### config.mk
export PLATFORM = sky130hd
export DESIGN_NAME = keypad_pattern_record_matcher
export DESIGN_NICKNAME = d
export VERILOG_FILES = /design/src/rtl/core/kprm_pkg.sv /design/src/rtl/core/kprm_digit_match.sv /design/src/rtl/core/kprm_core.sv /design/src/rtl/core/keypad_pattern_record_matcher.sv
export SDC_FILE = /design/constraint.sdc
export NUM_CORES = 1
export LEC_CHECK = 0
export BUFFER_PORTS_ARGS = -buffer_cell sky130_fd_sc_hd__buf_2
export CAP_MARGIN = 0
export CORE_MARGIN = 1
export CORE_UTILIZATION = 55
export CTS_BUF_LIST = sky130_fd_sc_hd__clkbuf_8
export DETAILED_ROUTE_END_ITERATION = 8
export GPL_TIMING_DRIVEN = 0
export HOLD_SLACK_MARGIN = 0.15
export MAX_ROUTING_LAYER = met4
export PLACE_DENSITY = 0.87
export SYNTH_ARGS = -nofsm -noshare
export SYNTH_HDL_FRONTEND = slang
export SYNTH_SLANG_ARGS = --single-unit
### constraint.sdc
create_clock -name aclk -period 5.58 [get_ports aclk]
set_input_delay 1.116 -clock aclk [delete_from_list [all_inputs] [get_ports aclk]]
set_output_delay 1.116 -clock aclk [all_outputs]
set_load 0.005 [all_outputs]
### src/rtl/core/kprm_pkg.sv
`default_nettype none

package kprm_pkg;

    // Sizes fixed by the field and register formats.
    localparam int MAX_PATTERN_DEF = 16;
    localparam int VEC_BITS        = 16;
    localparam int DIGIT_W         = 4;
    localparam int DIGITS_W        = 64;
    localparam int LEN_W           = 5;
    localparam int CH_W            = 8;
    localparam int CMD_W           = 2;
    localparam int CFG_IDX_W       = 1;

    // Item kinds carried on the input tuser.
    typedef logic [CMD_W-1:0] cmd_t;
    localparam cmd_t CMD_NAME   = 2'd0;
    localparam cmd_t CMD_NUMBER = 2'd1;
    localparam cmd_t CMD_END    = 2'd2;

    // Configuration register indexes.
    typedef logic [CFG_IDX_W-1:0] cfg_idx_t;
    localparam cfg_idx_t REG_PATTERN_LEN    = 1'b0;
    localparam cfg_idx_t REG_PATTERN_DIGITS = 1'b1;

    typedef logic [CH_W-1:0]    char_t;
    typedef logic [DIGIT_W-1:0] digit_t;

    // Character codes used by the matching rules.
    localparam char_t CH_PLUS    = 8'h2B;
    localparam char_t CH_ZERO    = 8'h30;
    localparam char_t CH_UPPER_A = 8'h41;
    localparam char_t CH_UPPER_Z = 8'h5A;
    localparam char_t CH_LOWER_A = 8'h61;
    localparam char_t CH_LOWER_C = 8'h63;
    localparam char_t CH_LOWER_D = 8'h64;
    localparam char_t CH_LOWER_F = 8'h66;
    localparam char_t CH_LOWER_G = 8'h67;
    localparam char_t CH_LOWER_I = 8'h69;
    localparam char_t CH_LOWER_J = 8'h6A;
    localparam char_t CH_LOWER_L = 8'h6C;
    localparam char_t CH_LOWER_M = 8'h6D;
    localparam char_t CH_LOWER_O = 8'h6F;
    localparam char_t CH_LOWER_P = 8'h70;
    localparam char_t CH_LOWER_S = 8'h73;
    localparam char_t CH_LOWER_T = 8'h74;
    localparam char_t CH_LOWER_V = 8'h76;
    localparam char_t CH_LOWER_W = 8'h77;
    localparam char_t CH_LOWER_Z = 8'h7A;
    localparam char_t CASE_GAP   = 8'd32;

    localparam digit_t DIGIT_ZERO = 4'd0;
    localparam digit_t DIGIT_ONE  = 4'd1;
    localparam digit_t DIGIT_MAX  = 4'd9;
    localparam digit_t KEY_NONE   = 4'd0;

    // One staged input item.
    typedef struct packed {
        cmd_t  cmd;
        char_t ch;
    } item_t;

    // Keypad key that carries a lowercase letter, or no key for anything else.
    function automatic digit_t key_of_letter(input char_t c);
        digit_t key;
        case (c) inside
            [CH_LOWER_A:CH_LOWER_C]: key = 4'd2;
            [CH_LOWER_D:CH_LOWER_F]: key = 4'd3;
            [CH_LOWER_G:CH_LOWER_I]: key = 4'd4;
            [CH_LOWER_J:CH_LOWER_L]: key = 4'd5;
            [CH_LOWER_M:CH_LOWER_O]: key = 4'd6;
            [CH_LOWER_P:CH_LOWER_S]: key = 4'd7;
            [CH_LOWER_T:CH_LOWER_V]: key = 4'd8;
            [CH_LOWER_W:CH_LOWER_Z]: key = 4'd9;
            default:                 key = KEY_NONE;
        endcase
        return key;
    endfunction

    // Does one pattern digit accept this character in the name or the number?
    function automatic logic digit_matches(input digit_t d, input char_t c,
                                           input logic in_number);
        char_t lower;
        logic  ok;
        lower = ((c >= CH_UPPER_A) && (c <= CH_UPPER_Z)) ? c + CASE_GAP : c;
        if (d > DIGIT_MAX) begin
            ok = 1'b0;
        end else if (in_number) begin
            ok = (c == CH_ZERO + {4'b0000, d});
        end else if (d == DIGIT_ZERO) begin
            ok = (lower == CH_PLUS);
        end else if (d == DIGIT_ONE) begin
            ok = 1'b0;
        end else begin
            ok = (key_of_letter(lower) == d);
        end
        return ok;
    endfunction

endpackage

`default_nettype wire

### src/rtl/core/kprm_digit_match.sv
`default_nettype none

module kprm_digit_match #(
    parameter int VEC_W = 16
) (
    input  wire logic [kprm_pkg::LEN_W-1:0]    pattern_len,
    input  wire logic [kprm_pkg::DIGITS_W-1:0] pattern_digits,
    input  wire kprm_pkg::item_t               item,
    output logic [VEC_W-1:0]                   ok_mask,
    output logic [VEC_W-1:0]                   last_mask,
    output logic                               len_zero
);
    import kprm_pkg::*;

    localparam logic [LEN_W-1:0] VEC_W_L = LEN_W'(VEC_W);

    logic [LEN_W-1:0] eff_len;
    logic             in_number;

    // The usable length saturates at the vector width.
    assign eff_len   = (pattern_len > VEC_W_L) ? VEC_W_L : pattern_len;
    assign len_zero  = (eff_len == '0);
    assign in_number = (item.cmd == CMD_NUMBER);

    // One lane per pattern position: does this character fit that digit?
    for (genvar i = 0; i < VEC_W; i++) begin : g_lane
        assign ok_mask[i] = (LEN_W'(i) < eff_len) &&
            digit_matches(pattern_digits[i*DIGIT_W +: DIGIT_W], item.ch, in_number);
        assign last_mask[i] = (LEN_W'(i + 1) == eff_len);
    end

endmodule

`default_nettype wire

### src/rtl/core/kprm_core.sv
`default_nettype none

module kprm_core #(
    parameter int VEC_W = 16
) (
    input  wire logic              aclk,
    input  wire logic              aresetn,
    input  wire logic              item_valid,
    input  wire kprm_pkg::cmd_t    item_cmd,
    input  wire logic [VEC_W-1:0]  ok_mask,
    input  wire logic [VEC_W-1:0]  last_mask,
    input  wire logic              len_zero,
    output logic                   item_take,
    output logic                   m_tvalid,
    input  wire logic              m_tready,
    output logic                   matched,
    output logic                   by_number
);
    import kprm_pkg::*;

    logic [VEC_W-1:0] name_vec_reg, name_vec_next;
    logic [VEC_W-1:0] num_vec_reg, num_vec_next;
    logic             name_hit_reg, name_hit_next;
    logic             num_hit_reg, num_hit_next;
    logic             m_valid_reg, m_valid_next;
    logic             matched_reg, matched_next;
    logic             by_number_reg, by_number_next;
    logic [VEC_W-1:0] name_step;
    logic [VEC_W-1:0] num_step;
    logic             is_end;

    // An end-of-record item waits while an earlier result is still unread.
    assign is_end    = (item_cmd == CMD_END);
    assign item_take = item_valid && (!is_end || !m_valid_reg || m_tready);

    // Shift-and step for each part of the record.
    assign name_step = ((name_vec_reg << 1) | VEC_W'(1)) & ok_mask;
    assign num_step  = ((num_vec_reg << 1) | VEC_W'(1)) & ok_mask;

    // Next state of the vectors, hit bits and result register.
    always_comb begin
        name_vec_next  = name_vec_reg;
        num_vec_next   = num_vec_reg;
        name_hit_next  = name_hit_reg;
        num_hit_next   = num_hit_reg;
        matched_next   = matched_reg;
        by_number_next = by_number_reg;
        m_valid_next   = m_valid_reg && !m_tready;
        if (item_take) begin
            case (item_cmd)
                CMD_NAME: begin
                    name_vec_next = name_step;
                    if (!len_zero && |(name_step & last_mask)) begin
                        name_hit_next = 1'b1;
                    end
                end
                CMD_NUMBER: begin
                    num_vec_next = num_step;
                    if (!len_zero && |(num_step & last_mask)) begin
                        num_hit_next = 1'b1;
                    end
                end
                CMD_END: begin
                    by_number_next = len_zero || num_hit_reg;
                    matched_next   = len_zero || num_hit_reg || name_hit_reg;
                    m_valid_next   = 1'b1;
                    name_vec_next  = '0;
                    num_vec_next   = '0;
                    name_hit_next  = 1'b0;
                    num_hit_next   = 1'b0;
                end
                default: begin
                    // The unused kind is dropped without effect.
                end
            endcase
        end
    end

    always_ff @(posedge aclk) begin
        if (!aresetn) begin
            name_vec_reg <= '0;
            num_vec_reg  <= '0;
            name_hit_reg <= 1'b0;
            num_hit_reg  <= 1'b0;
            m_valid_reg  <= 1'b0;
        end else begin
            name_vec_reg <= name_vec_next;
            num_vec_reg  <= num_vec_next;
            name_hit_reg <= name_hit_next;
            num_hit_reg  <= num_hit_next;
            m_valid_reg  <= m_valid_next;
        end
    end

    // Result payload needs no reset.
    always_ff @(posedge aclk) begin
        matched_reg   <= matched_next;
        by_number_reg <= by_number_next;
    end

    assign m_tvalid  = m_valid_reg;
    assign matched   = matched_reg;
    assign by_number = by_number_reg;

endmodule

`default_nettype wire

### src/rtl/core/keypad_pattern_record_matcher.sv
// Keypad pattern record matcher.
// Input transfers carry one record character each: s_tdata holds the byte and
// s_tuser says whether it belongs to the name, the number, or closes the record.
// The pattern registers are written through cfg_we/cfg_index/cfg_data by the
// user, only while the block is idle; the block does not enforce it. The pattern
// is searched as a contiguous substring in both parts with one shift-and vector
// per part, one bit per pattern position. Only an end-of-record transfer makes a
// result transfer: m_tdata bit 0 is the match flag and m_tuser bit 0 the number match.
// Throughput is one item per cycle while no end-of-record item waits on an unread
// result: an input register feeds the per-position digit compares and the vector
// update, into the result register. An end-of-record item passes from the input
// register to the result register that drives m_tvalid. While a result waits for
// m_tready, name and number characters keep flowing; only the next end-of-record
// item holds in the input register, and s_tready drops once that register is
// full and cannot drain.
// A synchronous active-low reset empties both registers, clears the vectors and
// hit bits, and sets the pattern length and digits to zero.
`default_nettype none

module keypad_pattern_record_matcher #(
    parameter int MAX_PATTERN = kprm_pkg::MAX_PATTERN_DEF
) (
    input  wire logic                              aclk,
    input  wire logic                              aresetn,
    // Configuration write port.
    input  wire logic                              cfg_we,
    input  wire logic [kprm_pkg::CFG_IDX_W-1:0]    cfg_index,
    input  wire logic [kprm_pkg::DIGITS_W-1:0]     cfg_data,
    // Input stream.
    input  wire logic                              s_tvalid,
    output logic                                   s_tready,
    input  wire logic [7:0]                        s_tdata,  // [7:0] ch
    input  wire logic [1:0]                        s_tuser,  // [1:0] cmd
    // Result stream.
    output logic                                   m_tvalid,
    input  wire logic                              m_tready,
    output logic [7:0]                             m_tdata,  // [0] matched, [7:1] zero
    output logic [0:0]                             m_tuser   // [0] by_number
);
    import kprm_pkg::*;

    localparam int VEC_W = (MAX_PATTERN < VEC_BITS) ? MAX_PATTERN : VEC_BITS;

    logic [LEN_W-1:0]    pattern_len_reg;
    logic [DIGITS_W-1:0] pattern_digits_reg;
    logic                in_valid_reg, in_valid_next;
    item_t               item_reg;
    logic                s_accept;
    logic                item_take;
    logic [VEC_W-1:0]    ok_mask;
    logic [VEC_W-1:0]    last_mask;
    logic                len_zero;
    logic                matched;
    logic                by_number;

    // Configuration registers.
    always_ff @(posedge aclk) begin
        if (!aresetn) begin
            pattern_len_reg    <= '0;
            pattern_digits_reg <= '0;
        end else if (cfg_we) begin
            case (cfg_index)
                REG_PATTERN_LEN:    pattern_len_reg    <= cfg_data[LEN_W-1:0];
                REG_PATTERN_DIGITS: pattern_digits_reg <= cfg_data;
                default: begin
                end
            endcase
        end
    end

    // Input register: refills in the same cycle it drains.
    assign s_tready = !in_valid_reg || item_take;
    assign s_accept = s_tvalid && s_tready;

    always_comb begin
        in_valid_next = in_valid_reg;
        if (s_accept) begin
            in_valid_next = 1'b1;
        end else if (item_take) begin
            in_valid_next = 1'b0;
        end
    end

    always_ff @(posedge aclk) begin
        if (!aresetn) begin
            in_valid_reg <= 1'b0;
        end else begin
            in_valid_reg <= in_valid_next;
        end
    end

    always_ff @(posedge aclk) begin
        if (s_accept) begin
            item_reg.cmd <= s_tuser;
            item_reg.ch  <= s_tdata;
        end
    end

    kprm_digit_match #(
        .VEC_W(VEC_W)
    ) u_match (
        .pattern_len    (pattern_len_reg),
        .pattern_digits (pattern_digits_reg),
        .item           (item_reg),
        .ok_mask        (ok_mask),
        .last_mask      (last_mask),
        .len_zero       (len_zero)
    );

    kprm_core #(
        .VEC_W(VEC_W)
    ) u_core (
        .aclk       (aclk),
        .aresetn    (aresetn),
        .item_valid (in_valid_reg),
        .item_cmd   (item_reg.cmd),
        .ok_mask    (ok_mask),
        .last_mask  (last_mask),
        .len_zero   (len_zero),
        .item_take  (item_take),
        .m_tvalid   (m_tvalid),
        .m_tready   (m_tready),
        .matched    (matched),
        .by_number  (by_number)
    );

    assign m_tdata = {7'b0000000, matched};
    assign m_tuser = by_number;

endmodule

`default_nettype wire

==> results.md <==
- DP Wirelength: 23,840 µm
- Commonest non-fill, non-tap cell in the layout: nand2_1
- Filler cells: 1,317
- Synth Area in Simple Gates: 27.55%
- Max Used Layer: met4
- Pre-CTS setup slack: 785.8 ps
- Clock Skew: 10.13 ps
- Vias/cell: 6.645
- Worst min path class: reg -> reg
- First-pass GRT wire length: 47,620 µm
- Unrepaired setup endpoints after global routing: no
- Worst-path maximum fanout: 10
- Fraction of layout cells with a size suffix above 1: 14.13%
- Synth top area cells: dfxtp_1 25%, nand2_1 8.6%, a21oi_1 6.8%
- CTS tree: built
- Vias in the first global route: 8,507
- Area Overhead vs Synth: 12.92%
- Final ANT Viol Nets: 0
- Root Driver: clkbuf_8
- Post-synth top area share: 25.29%
- I/O pin count: 91
- Die Wd: 123.8 µm
- Max reg flops: 64
- Drc violations: 0
- Distinct cells, synth: 96
- Largest family of logic cells by synthesized area: simple AND/OR/NAND/NOR gates
- Final nets: 1,261
- Final WS setup: 470.8 ps
- Max Slew Vio Count: 0
- Max-cap check violation count: 0
- Setup CP Type: reg -> reg
- Final wirelength: 32,070 µm
- Post-cts resize count: 0
- Setup crit end kind: register
- Max-slew headroom: 31.70%
- Period utilization: 91.56%
- FF+latch count, synth: 115
- CP arrival: 5480 ps
- Top_reg_cell synth: dfxtp_1
- Peak VDD IR: 0.1875 mV
- Worst setup SP type: register
- Number of buffers created by CTS: 17
- Warnings from Yosys: 0
- PwrDens: 226.7 mW/mm²
- Antenna violations before repair: 0
- Design Area, Final: 0.009206 mm²
- GPL Wtd Cong: 1.041
- Grt total ovfl: 0
- Setup TNS: 0 ps
- Port bufs: 83
- Htree depth: 4
- Area leader, netlist: dfxtp_1
- # rows: 44
- Setup violators final: 0
- FMAX: 195.7 MHz
- Async set-reset flop share out of synthesis: 0%
- Lkg Pwr: 3.425 nW
- EDFF count, synth: 12
- Placed inst area: 0.008835 mm²
- Total number of vias: 9,124
- Clock slew at reported path FFs: 70 ps
- Hold buffer count at cts: 0
- Met2 wire length: 13,920 µm
- Post-synthesis area per instance: 7.641 µm²
- Adder-cell share of the synthesized area: 0.7673%
- Met3 WL: 3615 µm
- Die area: 0.01531 mm²
- Setup bufs post-CTS: 0
- Final hold vios: 0
- Post-Synth XOR/XNOR Area: 9.561%
- Commonest non-fill, non-tap cells in the layout: 186 x nand2_1, 111 x a21oi_1, 103 x dfxtp_1
- Cell area after synthesis: 0.008153 mm²
- Starting Density: 56.31%
- Worst Tran Pin Value: 1020 ps
- Pin count of the biggest net entering global routing: 17
- Period minus WS final: 5109 ps
- First-pass iteration count of the detailed router: 6
- Per-cell routed wire length: 23.36 µm
- Number of DRC markers in iteration 0: 1,229
- Met1 wire length: 12,370 µm
- Complex-gate fraction of the synthesized area: 25.09%
- Cell count after synthesis: 1,067
- CORE AREA: 0.01448 mm²
- # clock sinks: 115
- Deepest clock path buffer count: 2
- Die height: 123.8 µm
- Worst EP required: 5950 ps
- Inserted Diodes: 0
- Mux share of post-synthesis cell area: 1.366%
- Sequential area share after synthesis: 29.71%
- Worst skew pair latency: 460 ps
- GRT Util Overall: 44.23%
- Status: finished clean
## stage by stage
step | cells | hold WS [ps] | total power [mW] | util, %
after floorplan | 1073 | 436.1 | 1.180 | -
after global placement | 1340 | 452.0 | 1.322 | 60.92
after detailed placement | 1341 | 459.4 | 1.327 | 61.02
after CTS | 1373 | 469.0 | 2.069 | 63.58
after global routing | 1373 | 512.0 | 2.152 | 63.58
final | 1373 | 478.8 | 2.087 | 63.58
## cell type report
type                    count  area [µm²]  area share (%)
clock inverters            13       110.1           1.196
clock buffers              19       261.5           2.840
repair buffers             84       422.9           4.594
flip-flops and latches    115        2422           26.31
multi-input cells         852        5278           57.33
inverters                  19       71.32          0.7747
well taps                 184       230.2           2.501
plain buffers              87       410.4           4.458
## cell usage after synthesis, types with 6 or more instances
library cell	n
nand2_1	186
a21oi_1	111
dfxtp_1	103
nor2_1	71
clkbuf_1	58
xnor2_1	47
xor2_1	42
o21ai_0	31
nor3_1	26
nand3_1	24
nor4_1	24
inv_1	19
nor2b_1	15
a31oi_1	14
nand4_1	14
or3_1	13
edfxtp_1	12
nand2b_1	11
o31ai_1	11
buf_2	10
buf_4	10
mux2i_1	10
and3_1	9
nor4b_1	9
a2111oi_0	8
a21boi_0	8
a32oi_1	8
nand4b_1	7
o21a_1	7
or2_2	7
a21o_1	6
and2_1	6
o211ai_1	6
## worst max-delay path, stage by stage, from the launching register on
cell and delay, ps:
edfxtp_1 420, inv_1 100, ha_1 240, clkbuf_1 640, clkbuf_1 650, clkbuf_1 620, o41ai_1 190, nand3_1 240
nor3_1 90, a222oi_1 390, o2111ai_1 180, nor4_1 370, o2111ai_1 270, or3_1 420, a31oi_1 200
## power breakdown
part,switching [mW],internal [mW]
Combinational,0.271,0.149
Clock,0.386,0.373
Sequential,0.0444,0.864
## logic make-up after synthesis
| logic type | count (synthesis) |
|---|---|
| mux | 11 |
| compound gates | 289 |
| simple gates | 451 |
| other cells | 1 |
| fa+ha+maj | 5 |
| xor+xnor | 89 |
| buf+inv | 106 |
| flops | 115 |
## metal layers
metal	vias to the layer above	global-route usage (%)
li1	4080	-
met4	0	29.37
met5	-	-
met1	4263	52.38
met3	148	11.58
met2	633	65.87
## worst paths after layout
path | startpoint | end | slack, ps | cells after the start
hold reg to reg | u_core.num_vec_reg[9] | u_core.num_vec_reg[9] | 480 | 2
setup reg to reg | item_reg[9] | u_core.name_hit_reg | 470 | 14
setup / recovery | item_reg[9] | u_core.name_hit_reg | 470 | 14
hold / removal | u_core.num_vec_reg[9] | u_core.num_vec_reg[9] | 480 | 2
No activity file was read; power rests on OpenSTA's default activity.
